### config.mk
export PLATFORM = sky130hd
export DESIGN_NAME = pfs_front
export DESIGN_NICKNAME = d
export VERILOG_FILES = /design/src/rtl/pfs_pkg.sv /design/src/rtl/pfs_front.sv
export SDC_FILE = /design/constraint.sdc
export NUM_CORES = 2
export LEC_CHECK = 0
export ABC_AREA = 1
export BUFFER_PORTS_ARGS = -buffer_cell sky130_fd_sc_hd__buf_2
export CORE_MARGIN = 10
export CORE_UTILIZATION = 50
export DETAILED_ROUTE_END_ITERATION = 7
export PLACE_DENSITY_LB_ADDON = 0.3
export SYNTH_ARGS = -nofsm -noshare
export SYNTH_HDL_FRONTEND = slang
export SYNTH_SLANG_ARGS = --single-unit
### constraint.sdc
create_clock -name clk -period 13.1 [get_ports clk]
set_input_delay 2.62 -clock clk [delete_from_list [all_inputs] [get_ports clk]]
set_output_delay 2.62 -clock clk [all_outputs]
set_load 0.05 [all_outputs]
### src/rtl/pfs_pkg.sv
// ----------------------------------------------------------------------------
// pfs_pkg
// Shared types, constants and arithmetic helpers of the procedural field
// source: register indexes, source kinds, hash constants, triangle fold.
// ----------------------------------------------------------------------------
package pfs_pkg;

  localparam int COORD_BITS_DEF = 12;
  localparam int CFG_IDX_BITS   = 3;
  localparam int CFG_DATA_BITS  = 32;
  localparam int DIM_BITS       = 13;
  localparam int LEVEL_BITS     = 10;
  localparam int FUNC_BITS      = 2;

  // register indexes
  localparam logic [CFG_IDX_BITS-1:0] REG_WAVE_SCALE   = 3'd0;
  localparam logic [CFG_IDX_BITS-1:0] REG_WAVE_PHASE   = 3'd1;
  localparam logic [CFG_IDX_BITS-1:0] REG_RING_PHASE   = 3'd2;
  localparam logic [CFG_IDX_BITS-1:0] REG_FIELD_WIDTH  = 3'd3;
  localparam logic [CFG_IDX_BITS-1:0] REG_FIELD_HEIGHT = 3'd4;
  localparam logic [CFG_IDX_BITS-1:0] REG_NOISE_SEED   = 3'd5;

  // source kinds
  localparam logic [FUNC_BITS-1:0] FUNC_WAVE   = 2'd0;
  localparam logic [FUNC_BITS-1:0] FUNC_RADIAL = 2'd1;
  localparam logic [FUNC_BITS-1:0] FUNC_NOISE  = 2'd2;

  // hash and mixer constants
  localparam logic [31:0] HASH_MUL_X = 32'd374761393;
  localparam logic [31:0] HASH_MUL_Y = 32'd668265263;
  localparam logic [31:0] HASH_MUL_S = 32'd1274126177;
  localparam logic [31:0] MIX_MUL_A  = 32'd2246822519;
  localparam logic [31:0] MIX_MUL_B  = 32'd3266489917;

  localparam logic [17:0] PHASE_STEP  = 18'd173;
  localparam logic [10:0] SCALE_SKEW  = 11'd89;
  localparam logic [9:0]  LEVEL_MAX   = 10'd1000;
  localparam logic [10:0] NOISE_MOD   = 11'd1001;
  // 2^16 mod 1001 and 2^10 mod 1001
  localparam logic [8:0]  FOLD_16     = 9'd471;
  localparam logic [4:0]  FOLD_10     = 5'd23;
  localparam int          RING_CENTER = 256;
  // ceil(2^28 / 511), exact for products up to 511000
  localparam logic [19:0] TRI_RECIP   = 20'd525315;

  typedef struct packed {
    logic                  valid;
    logic [FUNC_BITS-1:0]  func;
    logic [LEVEL_BITS-1:0] wave_lvl;
    logic [LEVEL_BITS-1:0] noise_lvl;
  } pfs_ctl_t;

  typedef struct packed {
    logic                qbit;
    logic [DIM_BITS-1:0] rem;
  } pfs_step_t;

  // triangle fold of the low ten bits, scaled by 1000
  function automatic logic [18:0] tri_scaled(input logic [9:0] v);
    logic [8:0] f;
    f = v[9] ? ~v[8:0] : v[8:0];
    return 19'(f) * 19'd1000;
  endfunction

  // divide a scaled fold value by 511
  function automatic logic [LEVEL_BITS-1:0] tri_level(input logic [18:0] t);
    logic [38:0] p;
    p = 39'(t) * 39'(TRI_RECIP);
    return p[37:28];
  endfunction

  // one restoring division step
  function automatic pfs_step_t div_step(input logic [DIM_BITS-1:0] rem,
                                         input logic din,
                                         input logic [DIM_BITS-1:0] dvs);
    logic [DIM_BITS:0] part;
    pfs_step_t         res;
    part = {rem, din};
    if (part >= {1'b0, dvs}) begin
      res.qbit = 1'b1;
      res.rem  = DIM_BITS'(part - {1'b0, dvs});
    end else begin
      res.qbit = 1'b0;
      res.rem  = part[DIM_BITS-1:0];
    end
    return res;
  endfunction

endpackage

### src/rtl/pfs_front.sv
// ----------------------------------------------------------------------------
// pfs_front
// Entry pipeline: wave phase and triangle level, noise hash, mixer and
// reduction modulo 1001. Eleven register stages.
// ----------------------------------------------------------------------------
module pfs_front #(
  parameter int COORD_BITS = pfs_pkg::COORD_BITS_DEF
) (
  input  logic                           clk,
  input  logic                           rst,
  input  logic                           adv,
  input  logic [9:0]                     wave_scale,
  input  logic [31:0]                    wave_phase,
  input  logic [31:0]                    noise_seed,
  input  logic                           in_valid,
  input  logic [pfs_pkg::FUNC_BITS-1:0]  func,
  input  logic [COORD_BITS-1:0]          px,
  input  logic [COORD_BITS-1:0]          py,
  input  logic [7:0]                     layer,
  output pfs_pkg::pfs_ctl_t              ctl,
  output logic [COORD_BITS-1:0]          x_out,
  output logic [COORD_BITS-1:0]          y_out
);
  import pfs_pkg::*;

  localparam int NS  = 11;
  localparam int PW  = COORD_BITS + 11;
  localparam int TW  = COORD_BITS + 7;
  localparam int QW3 = 2 * TW;
  // ceil(2^(TW+1) / 3), exact divide by three for TW-bit values
  localparam int M3  = (2 ** (TW + 1) + 2) / 3;

  logic [NS-1:0]          vld;
  logic [FUNC_BITS-1:0]   fn [NS];
  logic [COORD_BITS-1:0]  xs [NS];
  logic [COORD_BITS-1:0]  ys [NS];

  logic [10:0] sc;
  logic [10:0] sc2;
  logic [31:0] hash_k;

  logic [PW-1:0]  a_wa, a_wb;
  logic [9:0]     a_ph;
  logic [31:0]    a_kx, a_ky, a_ks;
  logic [9:0]     b_v0;
  logic [TW-1:0]  b_t;
  logic [31:0]    b_k1;
  logic [9:0]     c_v0;
  logic [QW3-1:0] c_q3;
  logic [31:0]    c_k2;
  logic [9:0]     d_v;
  logic [31:0]    d_k3;
  logic [18:0]    e_t;
  logic [31:0]    e_k4;
  logic [9:0]     f_wl;
  logic [31:0]    f_k5;
  logic [9:0]     g_wl, h_wl, i_wl, j_wl, k_wl;
  logic [24:0]    g_n1;
  logic [19:0]    h_n2;
  logic [14:0]    i_n3;
  logic [10:0]    j_n4;
  logic [9:0]     k_nl;

  assign sc     = {1'b0, wave_scale} + 11'd1;
  assign sc2    = sc + SCALE_SKEW;
  assign hash_k = noise_seed ^ a_kx ^ a_ky ^ a_ks;

  // valid line
  always_ff @(posedge clk) begin
    if (rst) begin
      vld <= '0;
    end else if (adv) begin
      vld <= {vld[NS-2:0], in_valid};
    end
  end

  // kind and coordinates ride along
  always_ff @(posedge clk) begin
    if (adv) begin
      fn[0] <= func;
      xs[0] <= px;
      ys[0] <= py;
      for (int i = 1; i < NS; i++) begin
        fn[i] <= fn[i-1];
        xs[i] <= xs[i-1];
        ys[i] <= ys[i-1];
      end
    end
  end

  // arithmetic stages
  always_ff @(posedge clk) begin
    if (adv) begin
      // products of coordinates
      a_wa <= PW'(px) * PW'(sc);
      a_wb <= PW'(py) * PW'(sc2);
      a_ph <= wave_phase[9:0] + 10'(18'(layer) * PHASE_STEP);
      a_kx <= 32'(px) * HASH_MUL_X;
      a_ky <= 32'(py) * HASH_MUL_Y;
      a_ks <= 32'(layer) * HASH_MUL_S;
      // only the low ten bits of the wave phase reach the fold
      b_v0 <= 10'(a_wa >> 5) + a_ph;
      b_t  <= TW'(a_wb >> 4);
      b_k1 <= hash_k ^ (hash_k >> 16);
      // divide by three through the reciprocal
      c_v0 <= b_v0;
      c_q3 <= QW3'(b_t) * QW3'(M3);
      c_k2 <= b_k1 * MIX_MUL_A;
      d_v  <= c_v0 + c_q3[TW+10:TW+1];
      d_k3 <= c_k2 ^ (c_k2 >> 13);
      // triangle fold and second mixer product
      e_t  <= tri_scaled(d_v);
      e_k4 <= d_k3 * MIX_MUL_B;
      f_wl <= tri_level(e_t);
      f_k5 <= e_k4 ^ (e_k4 >> 16);
      // modulo 1001 by folding high digits down
      g_wl <= f_wl;
      g_n1 <= 25'(f_k5[31:16]) * 25'(FOLD_16) + 25'(f_k5[15:0]);
      h_wl <= g_wl;
      h_n2 <= 20'(g_n1[24:10]) * 20'(FOLD_10) + 20'(g_n1[9:0]);
      i_wl <= h_wl;
      i_n3 <= 15'(h_n2[19:10]) * 15'(FOLD_10) + 15'(h_n2[9:0]);
      j_wl <= i_wl;
      j_n4 <= 11'(i_n3[14:10]) * 11'(FOLD_10) + 11'(i_n3[9:0]);
      k_wl <= j_wl;
      k_nl <= (j_n4 >= NOISE_MOD) ? 10'(j_n4 - NOISE_MOD) : 10'(j_n4);
    end
  end

  assign ctl.valid     = vld[NS-1];
  assign ctl.func      = fn[NS-1];
  assign ctl.wave_lvl  = k_wl;
  assign ctl.noise_lvl = k_nl;
  assign x_out         = xs[NS-1];
  assign y_out         = ys[NS-1];

endmodule

# Word-level counts from Yosys, hierarchy flattened
# Memories as Yosys holds them, arrays and structs flattened.
# Index checks and enable logic that the tools add are counted.
# classes
n_mux	4
reduce_logical	0
bitwise	7
shift	0
n_div	0
n_eq_ne	0
add_sub_neg	10
n_mul	15
order_cmp	1
# ops
op	n
$xor 32x32->32	3
$xor 32x16->32	2
$mul 16x20->35 const B	1
$mul 12x29->32 const B	1
$mul 12x30->32 const B	1
$mul 32x31->32 const B	1
$mul 32x32->32 const B	1
$mul 8x31->32 const B	1
$xor 32x19->32	1
$add 10x10->10	3
$mul 19x18->29 const B	1
$add 25x16->25	1
$mul 16x9->25 const B	1
$mul 12x11->23	1
$add 20x10->20	1
$mul 15x5->20 const B	1
$mul 9x7->16 const B	1
$add 15x10->15	1
$mul 10x5->15 const B	1
$mul 12x11->15	1
$add 10x1->11 const B	1
$add 10x10->11	1
$add 11x7->11 const B	1
$ge 11x10->1 const B	1
other kinds (7)	8
# totals
memories	3
out_inout_bits	47
regBits	550
romBits	0
ramBits	286
latchBits	0
word_cells	69
in_bits	112
# mem_list
name	depth	word_bits	read_ports	rd_ports_with_merged_regs	write_ports	line_no	text
xs	11	12	11	0	11	pfs_front.sv:35	logic [COORD_BITS-1:0] xs [NS];
ys	11	12	11	0	11	pfs_front.sv:36	logic [COORD_BITS-1:0] ys [NS];
fn	11	2	11	0	11	pfs_front.sv:34	logic [FUNC_BITS-1:0] fn [NS];

# Longest topological paths before layout
# logic_depth
word_depth	4
mapped_depth	33
mapped_depth_nobuf	33

# Worst setup path after synthesis
# OpenSTA, ideal clock, no wires.
# synth_path
kind	input to register
from	input wave_scale[0]
to	register a_wb[20] (data pin)
arrival_time_ps	7775
path_slack_ps	5066
t_required_ps	12841
n_path_buf	2
stages	30
setup_time_ps	259
cell_sequence	buf_2 inv_2 ha_1 buf_2 nor2_1 inv_1 nor2_4 o21ai_2 and2_2 inv_1 nor2_1 fa_1 inv_1 fa_1 fa_1 inv_1 fa_1 inv_1 fa_1 inv_1 ha_1 a21oi_1 o21ai_0 a21oi_1 o21ai_1 nand2_1 nand2_1 nand2_1 nand2_1 xor2_1
# synth_between
elab_chain_cells	3
# synth_rtl
item	line_no	text
from (decl)	pfs_front.sv:12	input logic [9:0] wave_scale,
$add 10x1->11	pfs_front.sv:64	assign sc = {1'b0, wave_scale} + 11'd1;
$add 11x7->11	pfs_front.sv:65	assign sc2 = sc + SCALE_SKEW;
$mul 12x11->23	pfs_front.sv:96	a_wb <= PW'(py) * PW'(sc2);
to (signal assigned)	pfs_front.sv:96	
to (decl)	pfs_front.sv:42	logic [PW-1:0] a_wa, a_wb;
# No other way between the ends.
# A chain may end at the register's enable or synchronous reset.

# Final worst setup path
# Same ends and word-level chain as after synthesis.

==> run_results.csv <==
group,metric,value,unit
outcome,outcome,"finished, final reports clean",
global_routing,grt_max_degree,185,
detailed_routing,wire_per_inst,17.9,um
synthesis,synth_edf_count,792,
placement,port_buffers,136,
synthesis,ys_warn_count,0,
synthesis,synth_ff_type,"edfxtp_1",
timing,hold_violations,0,
worst_setup_path,crit_fanout,27,
worst_setup_path,path_class,"input pin to flop",
clock_network,root_buffer,"clkbuf_16",
timing,setup_violations,0,
clock_network,h-tree-depth,3,
timing,drv_slew,0,
worst_setup_path,timing.rr.end,"c_k2[28]",
worst_setup_path,r2r_slack,6090,ps
clock_network,clockBufferDepth,3,
global_routing,grt_util_all_layers,20.3,%
layout,final_nets,10400,
timing,min_period_over_period,66.1,%
floorplanning,die_height,428,um
clock_network,numCtsBuffers,92,
hold_path,min-delay-start,"fn[7][1]",
layout,seqCellArea,24000,um^2
run,drv_cap,0,
clock_network,cts_sinks,803,
worst_setup_path,rr_worst_depth,23,
worst_setup_path,crit_path_end_kind,"flop",
timing,fmax,115,MHz
timing,tightest_slew,1010,ps
synthesis,synth_nets,10200,
detailed_routing,vias,51600,
hold_path,hp-class,"flop to flop",
floorplanning,core,165000,um^2
worst_setup_path,r2r-start,"b_k1[14]",
clock_network,hold_buffers,0,
global_routing,grt_overflow,0,
worst_setup_path,required,13580,ps
floorplanning,die_area,184000,um^2
placement,dp_cells,10000,
detailed_routing,drc,0,
worst_setup_path,crit_path_start,"wave_scale[0]",
detailed_routing,routed_wl,182,mm
layout,final_cells,10200,
floorplanning,initial_core_util,50.4,%
synthesis,synth_area,83400,um^2
layout,n_fill_cell,14300,
synthesis,async_flop_share,0,%
layout,mostFrequentLayoutCell,"inv_1",
floorplanning,num_rows,149,
layout,area_delta_synth_final,7.81,%
detailed_routing,dr.pass1.iters,5,
hold_path,hold_depth,0,
clock_network,clk_pin_slew_worst_paths,70,ps
timing,period_minus_slack,8670,ps
clock_network,cts-resized-gates,0,
timing,tns,0,ps
hold_path,hold_end,"fn[8][1]",
synthesis,avgSynthCellArea,10.8,um^2
layout,final_cell_mix,"inv_1 (2079), ha_1 (1189), fa_1 (1161)",
synthesis,synth_cell_types,52,
detailed_routing,viasPerCell,5.07,
timing,rsz0062_at_grt,"false",
layout,final_layout_size_suffix_gt1_share,4.13,%
synthesis,ys_ff_latch,803,
floorplanning,ioPinCount,159,
timing,relSlewSlack,32.5,%
clock_network,cts_tree,"built",
worst_setup_path,critPathLaunchType,"input pin",
synthesis,syn_inst,7698,
global_routing,grt_pass1_wl,298,mm
timing,fin_skew,30.8,ps
global_routing,grt_pass1_vias,55900,
detailed_routing,drtAntennaViolNets,0,
clock_network,insertion_delay,740,ps
worst_setup_path,crit_arrival,9140,ps
layout,multi_input_area,51400,um^2
placement,place_hpwl,154,mm
detailed_routing,drt_iter0_drc,2937,
floorplanning,die_w,428,um
clock_network,cts_setup_buffers,0,
synthesis,seq_area_frac_synth,28.8,%
global_routing,antenna_found_initial,9,
placement,place_congestion,0.926,
-- how the worst max path moves through the flow --
stage                           to  slack [ps]
after floorplan           a_wb[20]        5070
after global placement    a_wb[22]        3710
after detailed placement  a_wb[20]        3730
after CTS                 a_wb[20]        4530
after global routing      a_wb[22]        4090
final                     a_wb[20]        4430
-- logic make-up after synthesis --
logic type / synth area share (%)
AND/OR/NAND/NOR: 6.52
AO/OA/AOI/OAI: 4.07
buffers and inverters: 9.55
XOR/XNOR: 5.39
adder cells (fa/ha/maj): 45.7
flip-flops: 28.8
-- through the flow --
step | instance area, um^2 | hold WS (ps) | util [%] | setup WS, ps
after floorplan | 83400 | 400 | - | 5070
after global placement | 86900 | 400 | 52.5 | 3710
after detailed placement | 86900 | 405 | 52.5 | 3730
after CTS | 89900 | 394 | 54.4 | 4530
after global routing | 89900 | 406 | 54.4 | 4090
final | 89900 | 402 | 54.4 | 4430
-- worst max-delay path, cell delays in order --
cell	delay, ps
buf_2	440
ha_1	380
xor2_2	520
inv_2	220
nor2_4	170
o21ai_2	100
and2_2	260
inv_1	260
nor2_1	110
fa_1	550
inv_1	60
fa_1	490
fa_1	490
inv_1	50
fa_1	470
inv_1	50
fa_1	500
inv_1	50
ha_1	360
nand2_1	90
nor2_1	120
nand2_1	70
o21ai_1	270
nand2_1	90
nand2_1	130
nand2_1	70
nand2_1	70
xor2_1	60
-- cell usage after synthesis, drive strengths merged, types with 11 or more instances --
library cell	count	area share (%)
a31oi	20	0.15
xor2	271	2.9
nor3	39	0.23
inv	2089	9.4
dfxtp	11	0.26
a211oi	14	0.13
a21oi	304	1.8
nand2	755	3.5
a21boi	14	0.13
o21bai	24	0.22
a21o	32	0.29
ha	1189	18
fa	1161	28
edfxtp	792	29
nand3	142	0.85
xnor2	241	2.5
nor4	13	0.098
nand4	44	0.33
o21ai	161	0.98
nor2	301	1.4
clkbuf	12	0.055
-- registers in the layout, indices dropped and copies added, names as in the netlist, 16 cells and up --
register	flops
b_t	19
ys	131
a_ks	32
a_ky	32
f_k5	32
b_k1	32
c_k2	32
g_n1	25
d_k3	32
a_wb	19
a_kx	32
e_t	16
fn	22
h_n2	20
e_k4	32
xs	128
-- routing by layer --
metal  track usage (%)  routed length (um)
met5                 0                   0
met4              7.24                6810
met3              2.45                7180
met2              35.2               90100
met1              26.2               78300
-- final cells by class --
| class | count | area share [%] |
|---|---|---|
| diodes | 5 | 0.0139 |
| multi-input cells | 4782 | 57.2 |
| clock inverters | 62 | 0.678 |
| flip-flops and latches | 803 | 26.7 |
| repair buffers | 146 | 0.907 |
| clock buffers | 106 | 2.69 |
| well taps | 2189 | 3.05 |
| inverters | 2095 | 8.77 |
Power is left out: the tool's default activity adds up to more than one toggle a clock period on the data nets, which glitch-free logic cannot reach.
