==> src/rtl/pfs_pkg.sv <==
// ----------------------------------------------------------------------------
// pfs_pkg
// Shared types, constants and arithmetic helpers of the procedural field
// source: register indexes, source kinds, hash constants, triangle fold.
// ----------------------------------------------------------------------------
package pfs_pkg;

  localparam int COORD_BITS_DEF = 12;
  localparam int CFG_IDX_BITS   = 3;
  localparam int CFG_DATA_BITS  = 32;
  localparam int DIM_BITS       = 13;
  localparam int LEVEL_BITS     = 10;
  localparam int FUNC_BITS      = 2;

  // register indexes
  localparam logic [CFG_IDX_BITS-1:0] REG_WAVE_SCALE   = 3'd0;
  localparam logic [CFG_IDX_BITS-1:0] REG_WAVE_PHASE   = 3'd1;
  localparam logic [CFG_IDX_BITS-1:0] REG_RING_PHASE   = 3'd2;
  localparam logic [CFG_IDX_BITS-1:0] REG_FIELD_WIDTH  = 3'd3;
  localparam logic [CFG_IDX_BITS-1:0] REG_FIELD_HEIGHT = 3'd4;
  localparam logic [CFG_IDX_BITS-1:0] REG_NOISE_SEED   = 3'd5;

  // source kinds
  localparam logic [FUNC_BITS-1:0] FUNC_WAVE   = 2'd0;
  localparam logic [FUNC_BITS-1:0] FUNC_RADIAL = 2'd1;
  localparam logic [FUNC_BITS-1:0] FUNC_NOISE  = 2'd2;

  // hash and mixer constants
  localparam logic [31:0] HASH_MUL_X = 32'd374761393;
  localparam logic [31:0] HASH_MUL_Y = 32'd668265263;
  localparam logic [31:0] HASH_MUL_S = 32'd1274126177;
  localparam logic [31:0] MIX_MUL_A  = 32'd2246822519;
  localparam logic [31:0] MIX_MUL_B  = 32'd3266489917;

  localparam logic [17:0] PHASE_STEP  = 18'd173;
  localparam logic [10:0] SCALE_SKEW  = 11'd89;
  localparam logic [9:0]  LEVEL_MAX   = 10'd1000;
  localparam logic [10:0] NOISE_MOD   = 11'd1001;
  // 2^16 mod 1001 and 2^10 mod 1001
  localparam logic [8:0]  FOLD_16     = 9'd471;
  localparam logic [4:0]  FOLD_10     = 5'd23;
  localparam int          RING_CENTER = 256;
  // ceil(2^28 / 511), exact for products up to 511000
  localparam logic [19:0] TRI_RECIP   = 20'd525315;

  typedef struct packed {
    logic                  valid;
    logic [FUNC_BITS-1:0]  func;
    logic [LEVEL_BITS-1:0] wave_lvl;
    logic [LEVEL_BITS-1:0] noise_lvl;
  } pfs_ctl_t;

  typedef struct packed {
    logic                qbit;
    logic [DIM_BITS-1:0] rem;
  } pfs_step_t;

  // triangle fold of the low ten bits, scaled by 1000
  function automatic logic [18:0] tri_scaled(input logic [9:0] v);
    logic [8:0] f;
    f = v[9] ? ~v[8:0] : v[8:0];
    return 19'(f) * 19'd1000;
  endfunction

  // divide a scaled fold value by 511
  function automatic logic [LEVEL_BITS-1:0] tri_level(input logic [18:0] t);
    logic [38:0] p;
    p = 39'(t) * 39'(TRI_RECIP);
    return p[37:28];
  endfunction

  // one restoring division step
  function automatic pfs_step_t div_step(input logic [DIM_BITS-1:0] rem,
                                         input logic din,
                                         input logic [DIM_BITS-1:0] dvs);
    logic [DIM_BITS:0] part;
    pfs_step_t         res;
    part = {rem, din};
    if (part >= {1'b0, dvs}) begin
      res.qbit = 1'b1;
      res.rem  = DIM_BITS'(part - {1'b0, dvs});
    end else begin
      res.qbit = 1'b0;
      res.rem  = part[DIM_BITS-1:0];
    end
    return res;
  endfunction

endpackage

==> src/rtl/pfs_tail.sv <==
// ----------------------------------------------------------------------------
// pfs_tail
// Radial distance from the normalized coordinates, its triangle level,
// and the output register that picks the level of the source kind.
// ----------------------------------------------------------------------------
module pfs_tail #(
  parameter int COORD_BITS = pfs_pkg::COORD_BITS_DEF
) (
  input  logic                            clk,
  input  logic                            rst,
  input  logic                            adv,
  input  logic [31:0]                     ring_phase,
  input  pfs_pkg::pfs_ctl_t               ctl_in,
  input  logic [COORD_BITS+8:0]           qx,
  input  logic [COORD_BITS+8:0]           qy,
  output logic                            out_valid,
  output logic [pfs_pkg::LEVEL_BITS-1:0]  level
);
  import pfs_pkg::*;

  localparam int QW  = COORD_BITS + 9;
  localparam int SQW = 2 * QW + 2;

  logic signed [QW:0] dx, dy;
  logic [SQW-1:0]     sqx_full, sqy_full;
  logic [15:0]        sum;

  pfs_ctl_t    c1, c2, c3;
  logic [15:0] sqx, sqy;
  logic [18:0] r_t;
  logic [9:0]  r_lvl;

  // offsets from the field center
  assign dx       = $signed({1'b0, qx}) - $signed((QW+1)'(RING_CENTER));
  assign dy       = $signed({1'b0, qy}) - $signed((QW+1)'(RING_CENTER));
  assign sqx_full = SQW'(dx * dx);
  assign sqy_full = SQW'(dy * dy);
  // distance >>> 6 keeps bits 15:6 of the sum in its low ten bits
  assign sum      = sqx + sqy;

  // control line
  always_ff @(posedge clk) begin
    if (rst) begin
      c1.valid  <= 1'b0;
      c2.valid  <= 1'b0;
      c3.valid  <= 1'b0;
      out_valid <= 1'b0;
    end else if (adv) begin
      c1.valid  <= ctl_in.valid;
      c2.valid  <= c1.valid;
      c3.valid  <= c2.valid;
      out_valid <= c3.valid;
    end
  end

  // radial stages and level select
  always_ff @(posedge clk) begin
    if (adv) begin
      c1.func      <= ctl_in.func;
      c1.wave_lvl  <= ctl_in.wave_lvl;
      c1.noise_lvl <= ctl_in.noise_lvl;
      c2.func      <= c1.func;
      c2.wave_lvl  <= c1.wave_lvl;
      c2.noise_lvl <= c1.noise_lvl;
      c3.func      <= c2.func;
      c3.wave_lvl  <= c2.wave_lvl;
      c3.noise_lvl <= c2.noise_lvl;
      sqx   <= sqx_full[15:0];
      sqy   <= sqy_full[15:0];
      r_t   <= tri_scaled(sum[15:6] + ring_phase[9:0]);
      r_lvl <= tri_level(r_t);
      case (c3.func)
        FUNC_WAVE:   level <= c3.wave_lvl;
        FUNC_RADIAL: level <= r_lvl;
        FUNC_NOISE:  level <= c3.noise_lvl;
        default:     level <= '0;
      endcase
    end
  end

endmodule

==> config.mk <==
export PLATFORM = sky130hd
export DESIGN_NAME = pfs_tail
export DESIGN_NICKNAME = d
export VERILOG_FILES = /design/src/rtl/pfs_pkg.sv /design/src/rtl/pfs_tail.sv
export SDC_FILE = /design/constraint.sdc
export NUM_CORES = 1
export LEC_CHECK = 0
export ABC_CLOCK_PERIOD_IN_PS = 12350
export BUFFER_PORTS_ARGS = -buffer_cell sky130_fd_sc_hd__buf_4
export CAP_MARGIN = 15
export CORE_AREA = 2 2 189 191
export DETAILED_ROUTE_END_ITERATION = 8
export DIE_AREA = 0 0 191 193
export GPL_ROUTABILITY_DRIVEN = 0
export SYNTH_ARGS = -nofsm -noshare
export SYNTH_HDL_FRONTEND = slang
export SYNTH_SLANG_ARGS = --single-unit
==> constraint.sdc <==
create_clock -name clk -period 12.35 [get_ports clk]
set_clock_uncertainty 0.15 [all_clocks]
set_input_delay 2.47 -clock clk [delete_from_list [all_inputs] [get_ports clk]]
set_output_delay 2.47 -clock clk [all_outputs]
set_load 0.01 [all_outputs]
== Word-level counts from Yosys, hierarchy flattened ==
Cells that the tools add are included.
Storage, ports and cells
  flip-flop bits (word level): 138
  bits of input ports: 100
  output and inout bits: 11
  word-level logic and storage cells: 32
Operators by class
  add/sub/neg operators: 4
  multiply operators: 4
  equal/unequal tests: 2
  mux-type cells: 2
  bitwise gates (word level): 1
  reductions and logical operators: 1
Operators by type and width (number)
  $mul 22x22->16: 2
  $sub 21x9->22 const B: 2
  $mul 16x20->35 const B: 1
  $pmux 10 s3: 1
  $add 16x16->16: 1
  $mul 9x7->16 const B: 1
  $add 10x10->10: 1
  $mux 9: 1
  $not 9->9: 1
  $eq 2x1->1 const B: 1
  $eq 2x2->1 const B: 1
  $logic_not 2->1: 1

== Longest topological paths before layout ==
Gate-level depths: netlist of the first run.
  depth after elaboration: 5
  mapped depth: 31
  gate-level depth less buffers: 31

== Worst setup path after synthesis of the first run ==
Ideal clock, no wire load.
  path type: input port to flip-flop
  start: input port ring_phase[1]
  end: register r_t[17], data pin
  data arrival time: 7.723 ns
  slack: 4.212 ns
  stages: 22
  buffers on the path: 1
  path through: ha_1 -> a211oi_2 -> o211ai_1 -> a31o_1 -> a21oi_2 -> xnor3_2 -> buf_12 -> xnor2_1 -> ha_1 -> ha_1 -> nor2_1 -> fa_1 -> fa_1 -> inv_1 -> fa_1 -> ha_1 -> o21a_1 -> nor2_1 -> a21oi_1 -> a41o_1 -> o41ai_1 -> xnor2_1
Between the ends
  longest elaborated chain between the ends: 4
Ends and longest elaborated chain
  start: declaration: RTL line pfs_tail.sv:12  | input logic [31:0] ring_phase,
  $add 10x10->10 *: RTL line pfs_tail.sv:70  | r_t <= tri_scaled(sum[15:6] + ring_phase[9:0]);
  $not 9->9: RTL line pfs_pkg.sv:61  | f = v[9] ? ~v[8:0] : v[8:0];
  $mux 9 *: RTL line pfs_pkg.sv:61
  $mul 9x7->16 *: RTL line pfs_pkg.sv:62  | return 19'(f) * 19'd1000;
  end signal: assignment: RTL line pfs_tail.sv:70
  end: declaration: RTL line pfs_tail.sv:30  | logic [18:0] r_t;
Every way passes the cells marked *; elsewhere a longest branch is shown, timed or not.
A chain may end at the register's enable or synchronous reset.

== Worst setup path after layout of the first run ==
Same ends and word-level chain as after synthesis.

==> results.md, run 1 <==
* GRT Total Usage at 16.0%
* CP Launch Point: ring_phase[1]
* Synth area leader: edfxtp_1
* Post-DP HPWL at 22900 µm
* WP data arrival at 8520 ps
* Worst-Margin Slew at 1100 ps
* Crit start category: input pin
* Most frequent cells in the layout: 292 x inv_1, 281 x ha_1, 167 x fa_1
* Yosys cell types at 55
* # DRC at 0
* Cells on worst reg2reg path at 30
* Drt pass-1 iters at 5
* Reg2reg start: sqx[6]
* Port buffer count at 76
* Async set-reset flop share out of synthesis at 0%
* Worst Hold Class: reg2reg
* Tmin final at 8500 ps
* Worst-path clk slew at 60 ps
* Die Ht at 193 µm
* Fin. max-slew vios at 0
* Post-Synthesis Cell Area at 0.0155 mm²
* Top post-synthesis cells by area: edfxtp_1 25%, ha_1 23%, fa_1 22%
* Rel. slew slack at 26.5%
* Seq/Total Area, Yosys at 25.7%
* Final hold vios at 0
* Crit Path Class: in2reg
* WL final at 27100 µm
* Ys Warns at 0
* Post-Synthesis Cells at 1432
* Ys flop type: edfxtp_1
* Core Area at 0.0350 mm²
* First-pass GRT wire length at 47600 µm
* Status: complete, no violations
* Antenna diode count at 0
* Nets at 2059
* RSZ-0062 raised after global routing: no
* Vias per Instance at 4.80
* Crit path max-delay cell type: xnor3_2
* Hold depth at 0
* GRT overflow at 0
* Clk root buf: clkbuf_16
* CTS tree: yes
* DRT antenna net count at 0
* Area Overhead vs Synth at 11.0%
* Worst Path Required at 12370 ps
* Fmax at 118 MHz
* Final period util at 68.8%
* Crit path cell chain: buf_4 > ha_1 > a211oi_2 > o211ai_1 > a31o_1 > a21oi_2 > xnor3_2 > xnor2_1 > inv_1 > ha_1 > ha_1 > nor2_1 > fa_1 > fa_1 > inv_1 > fa_1 > ha_1 > o21a_1 > nor2_1 > a21oi_1 > a41o_1 > o41ai_1 > xnor2_1
* Most frequent CP cell: ha_1
* Post-synth top area share at 25.2%
* CTS sink cnt at 134
* Worst R2R End: r_t[17]
* Overall die width at 191 µm
* Clock buffer depth at 2
* Num CTS Buffers at 17
* Avg Cell Area, Syn at 10.8 µm²
* Vias in the first global route at 10.1k
* Share of cells above drive strength 1 at 8.14%
* Drt first-iter violations at 338
* Max-cap viol count at 0
* Maximum fanout along the worst path at 15
* FF-to-FF setup slack at 4220 ps
* Row Count at 69
* Final setup fails at 0
* I/O pins at 111
* Most common cell after layout, fill and taps aside: inv_1
* CTS resizes at 0
* Hold_buf cts at 0
* CP endpoint kind: register
* Post-synth EDFFs at 130
* Clk_lat worst skew at 420 ps
* Setup Fix Bufs, Post-CTS at 0
* Max incr delay on CP at 690 ps
* Initial antenna violation count at 0
* Initial Util at 44.3%
* Critical Path End: r_t[17]
* FF+latch count, synth at 134
* Pin count of the biggest net entering global routing at 87
* Setup TNS at 0 ps
* Syn Nets at 1980
* H-tree depth at 4
* Die ar. at 0.0369 mm²
* WL per Instance at 13.6 µm
* Routed via count at 9533
## state kept, by name (all words and copies together) (netlist names)
name	cells
out_valid	1
c2	23
sqy	14
c1	23
level	10
sqx	14
r_t	16
r_lvl	10
c3	23
## critical path, delay by kind of cell
| family | cells | cell delay, ps |
|---|---|---|
| adders and majority gates | 7 | 2620 |
| AOI/OAI and AO/OA | 8 | 1670 |
| xor gates and xnor gates | 3 | 1210 |
| buffers and inverters | 3 | 260 |
| and+or+nand+nor | 2 | 260 |
## routing by layer
layer	part of all wire (%)	routed length (µm)	track usage, %	vias up
li1	-	-	-	4818
met1	49	13200	21.9	4601
met2	49	13100	27.6	97
met3	2.1	560	2.39	17
met4	0.74	200	2.33	0
met5	0	0	0	-
## worst min-delay path by stage
stage,start,endpoint
final,c1[8],c2[8]
after global routing,c1[18],c2[18]
after CTS,c1[8],c2[8]
after detailed placement,c1[16],c2[16]
after global placement,c2[13],c3[13]
after floorplan,c1[0],c2[0]
## cell usage after synthesis, types with 4 or more instances
master / number
a21oi_1: 35
mux2i_1: 16
inv_1: 292
nand2_1: 66
o41ai_1: 5
nor2b_1: 28
dfxtp_1: 4
nand2b_1: 20
and3_1: 5
nor3_1: 19
nand4_1: 4
nand3_1: 15
o21a_1: 9
and2_1: 45
o211ai_1: 5
ha_1: 281
a21o_1: 12
xor2_1: 30
edfxtp_1: 130
fa_1: 167
o21ai_0: 25
nor2_1: 70
clkbuf_1: 15
xnor2_1: 81
o21bai_1: 4
## stage by stage
step	cell area, µm²	utilization [%]	hold WS [ps]	setup WS [ps]	instances
final	17200	49.1	266	3850	1985
after global routing	17200	49.1	273	3470	1985
after CTS	17200	49.1	266	3830	1985
after detailed placement	16500	47.3	255	3410	1953
after global placement	16500	47.3	252	3470	1953
after floorplan	15500	-	250	4210	1432
## layout make-up
class                   count  area (µm²)
flip-flops and latches    134        3980
multi-input cells         986       10300
repair buffers             77         578
clock inverters            15         199
clock buffers              17         425
inverters                 295        1110
well taps                 461         577
fillers                  3247       17800
## cells by family (layout without fill, tap and decap cells)
family / after synthesis / after routing / synth area share (%)
buf+inv: 312 / 404 / 7.67
flops: 134 / 134 / 25.7
simple gates: 286 / 286 / 9.13
mux: 16 / 16 / 1.04
xor+xnor: 115 / 115 / 6.97
compound gates: 121 / 121 / 5.11
fa+ha+maj: 448 / 448 / 44.3
Power of run 1 is not shown: default switching activity piles up to over one toggle a cycle in this logic, so the estimate is an artifact.
==> inputs of run 2 (changes only) <==
- ABC_AREA: unset -> 1
- ABC_CLOCK_PERIOD_IN_PS: 12350 -> 8200
- CORE_AREA: 2 2 189 191 -> 2 2 195 197
- DIE_AREA: 0 0 191 193 -> 0 0 197 199
- clock period: 12.35 -> 8.2 ns (I/O delays scaled with it)
==> results.md, run 2 <==
* Reg2reg start: sqx[6]
* Nets at 2452
* Crit path max-delay cell type: fa_1
* Rel. slew slack at 32.3%
* Worst R2R End: r_t[16]
* Initial Util at 44.3%
* Worst Path Required at 8200 ps
* Buf/Inv on CP at 0
* Area Overhead vs Synth at 10.5%
* First-pass GRT wire length at 55200 µm
* Seq/Total Area, Yosys at 24.2%
* GRT Total Usage at 17.5%
* Tmin final at 7510 ps
* GRT overflow at 0
* Synth area leader: edfxtp_1
* Critical path depth in cells at 34
* Yosys cell types at 47
* Clk root buf: clkbuf_16
* Worst-path clk slew at 60 ps
* Most common cell after layout, fill and taps aside: inv_1
* Post-Synthesis Cells at 1823
* Vias in the first global route at 12.0k
* I/O pins at 111
* Top post-synthesis cells by area: edfxtp_1 24%, ha_1 21%, fa_1 20%
* Drt pass-1 iters at 5
* Max-cap viol count at 0
* Hold Path End: c3[17]
* Share of cells above drive strength 1 at 7.41%
* CP endpoint kind: register
* RSZ-0062 raised after global routing: no
* Clk_lat worst skew at 410 ps
* Ys flop type: edfxtp_1
* Post-DP HPWL at 27600 µm
* Start point of the worst hold path: c2[17]
* # DRC at 0
* Maximum fanout along the worst path at 9
* DRT antenna net count at 0
* Initial antenna violation count at 0
* Max incr delay on CP at 540 ps
* Fmax at 133 MHz
* Syn Nets at 2371
* Largest registers: c1: 23 flops, c2: 23 flops, c3: 23 flops
* Pin count of the biggest net entering global routing at 84
* WL per Instance at 13.6 µm
* CTS tree: yes
* Hold depth at 0
* FF-to-FF setup slack at 690 ps
* Setup TNS at 0 ps
* Drt first-iter violations at 400
* Final setup fails at 0
* Avg Cell Area, Syn at 9.02 µm²
* Fin. max-slew vios at 0
* Final hold vios at 0
* Port buffer count at 76
* FILL cells at 3506
* FF+latch count, synth at 134
* Final period util at 91.6%
* Vias per Instance at 4.81
* Ys Warns at 0
* Synth top cells by count: 431 x inv_1, 346 x nand2_1, 281 x ha_1, 167 x fa_1, 130 x edfxtp_1
* Hold_buf cts at 0
* Worst-Margin Slew at 1020 ps
* WL final at 32400 µm
* Post-synth EDFFs at 130
* Row Count at 71
* Status: complete, no violations
* Die Ht at 199 µm
* Post-synth top area share at 23.7%
* Top-count cell post-synth: inv_1
* Num CTS Buffers at 17
* Post-Synthesis Cell Area at 0.0164 mm²
* Cells on worst reg2reg path at 34
* Setup Fix Bufs, Post-CTS at 0
* FF/Latch Area at 0.00398 mm²
* H-tree depth at 4
* Crit Path Class: reg2reg
* Crit start category: register
* CTS resizes at 0
* Routed via count at 11.5k
* WP data arrival at 7520 ps
* Core Area at 0.0371 mm²
* Multi-input logic area at 0.0107 mm²
* Overall die width at 197 µm
* Die ar. at 0.0392 mm²
* Async set-reset flop share out of synthesis at 0%
* Clock buffer depth at 2
* CTS sink cnt at 134
* CP top delay family: adder cells
* Most frequent cells in the layout: 431 x inv_1, 346 x nand2_1, 281 x ha_1
* Worst Hold Class: reg2reg
* Antenna diode count at 0
-- run 2: cell count changes in the layout (fill, tap and decap cells not counted), sizes merged, moves of 28 or more --
cell and change:
inv +149, a21oi +38, nand3 +72, xor2 +28, xnor2 -61, nor2b -28
nand2 +290, and2 -44
-- run 2: cells by family (layout without fill, tap and decap cells) --
| family | Yosys count | count (layout) | share of synthesized area (%) |
|---|---|---|---|
| xor gates and xnor gates | 82 | 82 | 4.50 |
| adders and majority gates | 448 | 448 | 41.7 |
| AOI/OAI and AO/OA | 127 | 127 | 4.28 |
| buffers and inverters | 458 | 552 | 10.5 |
| DFF | 134 | 134 | 24.2 |
| and+or+nand+nor | 574 | 574 | 14.8 |
-- run 2: worst reg2reg max path, delay by kind of cell (launching register included) --
family / cells / cell delay [ps]
compound gates: 8 / 1540
xor+xnor: 3 / 560
fa+ha+maj: 8 / 3050
flops: 1 / 400
simple gates: 15 / 1570
-- run 2: metal layers --
metal,share of wire [%],vias to the layer above,track usage (%)
li1,-,5902,-
met1,44,5436,21.4
met2,52,146,33.0
met3,2.7,28,2.05
met4,1.5,0,3.82
met5,0,-,0
-- run 2: final cells by class --
class	instances	area share, %
tap	474	3.27
inverter	442	9.14
sequential	134	21.9
multi-input combinational	1231	59.1
clock buffer	17	2.34
clock inverter	15	0.999
timing repair buffer	78	3.22
-- run 2: per-stage QoR --
stage          worst slack (ps)  cells  util [%]  hold WS (ps)  cell area, µm²
2_1_floorplan              1280   1823         -           250           16400
3_3_place_gp                828   2359      47.3           250           17600
3_5_place_dp                757   2359      47.3           255           17600
4_1_cts                     745   2391      48.9           263           18200
5_1_grt                    54.3   2391      48.9           268           18200
6_report                    686   2391      48.9           264           18200
-- run 2: worst max path at each step --
stage	from	endpoint	slack [ps]
finish	sqx[6]	r_t[16]	690
global route	sqx[6]	r_t[16]	50
floorplan	qy[8]	sqy[15]	1280
detailed placement	sqy[10]	r_t[16]	760
global placement	qy[8]	sqy[15]	830
CTS	sqy[10]	r_t[16]	750
Power of run 2 is left out for the same reason.
==> inputs of run 3 (changes only) <==
- ABC_AREA: 1 -> unset
- CORE_AREA: 2 2 195 197 -> 2 2 189 191
- DIE_AREA: 0 0 197 199 -> 0 0 191 193
- HOLD_SLACK_MARGIN: unset -> 0.1
==> results.md, run 3 (synthesized netlist as in run 1, its figures left out) <==
* Maximum fanout along the worst path at 10
* Pin count of the biggest net entering global routing at 83
* Most frequent cells in the layout: 292 x inv_1, 281 x ha_1, 167 x fa_1
* Largest registers: c1: 23 flops, c2: 23 flops, c3: 23 flops
* Die ar. at 0.0369 mm²
* Final hold vios at 0
* Most frequent CP cell: ha_1
* WL final at 27200 µm
* GRT overflow at 0
* Max-cap viol count at 0
* Port buffer count at 76
* Final setup fails at 0
* DRT antenna net count at 0
* # DRC at 0
* CTS sink cnt at 134
* Max incr delay on CP at 550 ps
* Routed via count at 9593
* Clock buffer depth at 2
* Fmax at 130 MHz
* Cells on worst reg2reg path at 29
* CTS tree: yes
* Worst-path clk slew at 70 ps
* I/O pins at 111
* FF-to-FF setup slack at 480 ps
* Drt pass-1 iters at 4
* Clk root buf: clkbuf_16
* Reg2reg start: sqx[6]
* Num CTS Buffers at 17
* H-tree depth at 4
* Status: complete, no violations
* Die Ht at 193 µm
* Share of cells above drive strength 1 at 8.77%
* Vias in the first global route at 10.2k
* CP endpoint kind: register
* Nets at 2063
* Hold_buf cts at 0
* Rel. slew slack at 30.6%
* Area Overhead vs Synth at 11.3%
* Post-DP HPWL at 23100 µm
* Inst Count DP at 1955
* Drt first-iter violations at 318
* Worst R2R End: r_t[18]
* Row Count at 69
* Clk_lat worst skew at 430 ps
* Crit Path Class: reg2reg
* Worst Path Required at 8230 ps
* Overall die width at 191 µm
* Worst-Margin Slew at 1040 ps
* Most common cell after layout, fill and taps aside: inv_1
* Crit path max-delay cell type: fa_1
* Final period util at 94.1%
* Fin. max-slew vios at 0
* Hold depth at 0
* Layout Cells excl Fill at 1989
* Hold Path End: c3[20]
* Initial Util at 44.3%
* Antenna diode count at 0
* Initial antenna violation count at 0
* Worst Hold Class: reg2reg
* Core Area at 0.0350 mm²
* Tmin final at 7720 ps
* Vias per Instance at 4.82
* Crit start category: register
* WL per Instance at 13.7 µm
* WP data arrival at 7750 ps
* Start point of the worst hold path: c2[20]
* First-pass GRT wire length at 47300 µm
* GRT Total Usage at 16.0%
## run 3: changes by cell type in the layout (fill, tap and decap cells not counted), sizes merged, moves of 28 or more
cell | previous run | this run
and2 | 1 | 45
a21oi | 75 | 37
xnor2 | 23 | 84
xor2 | 58 | 30
nand2 | 357 | 67
nand3 | 87 | 15
nor2b | 0 | 28
inv | 450 | 299
## run 3: metal layers
metal	share of wire [%]	global-route usage [%]
met1	48	21.8
met2	48	27.7
met3	3.0	2.08
met4	0.80	2.92
met5	0	0
## run 3: worst max path at each step
stage,start,slack (ps),cells after the start,to
3_3_place_gp,sqx[6],280,29,r_t[18]
4_1_cts,sqx[6],140,29,r_t[18]
6_report,sqx[6],480,29,r_t[18]
5_1_grt,sqx[6],-10,30,r_t[17]
3_5_place_dp,sqx[6],180,29,r_t[18]
2_1_floorplan,sqx[6],880,30,r_t[17]
## run 3: cell type report
class,instances,area (µm²)
clock inverters,13,169
clock buffers,19,453
flip-flops and latches,134,3980
well taps,461,577
repair buffers,81,608
multi-input cells,986,10300
fillers,3192,17700
inverters,295,1110
## run 3: stage by stage
step / TNS [ps] / setup slack, ps / util (%) / hold WS [ps] / area, µm²
floorplan: 0 / 883 / - / 250 / 15500
global placement: 0 / 284 / 47.4 / 252 / 16600
detailed placement: 0 / 177 / 47.4 / 255 / 16600
CTS: 0 / 140 / 49.1 / 267 / 17200
global route: -12.6 / -12.6 / 49.3 / 267 / 17200
finish: 0 / 481 / 49.3 / 262 / 17200
## run 3: worst max-delay path: cells and delay by family, from the launching register on
kind	cells	cell delay, ps
adder cells (fa/ha/maj)	8	2950
AO/OA/AOI/OAI	11	2070
XOR/XNOR	5	1160
AND/OR/NAND/NOR	4	700
flip-flops	1	370
buffers and inverters	1	80
## run 3: timing repair
action / in CTS / in global routing
resized for setup: 0 / 4
endpoints found under the setup margin: 0 / 4
buffers inserted: 0 / 2
Power of run 3 is left out for the same reason.
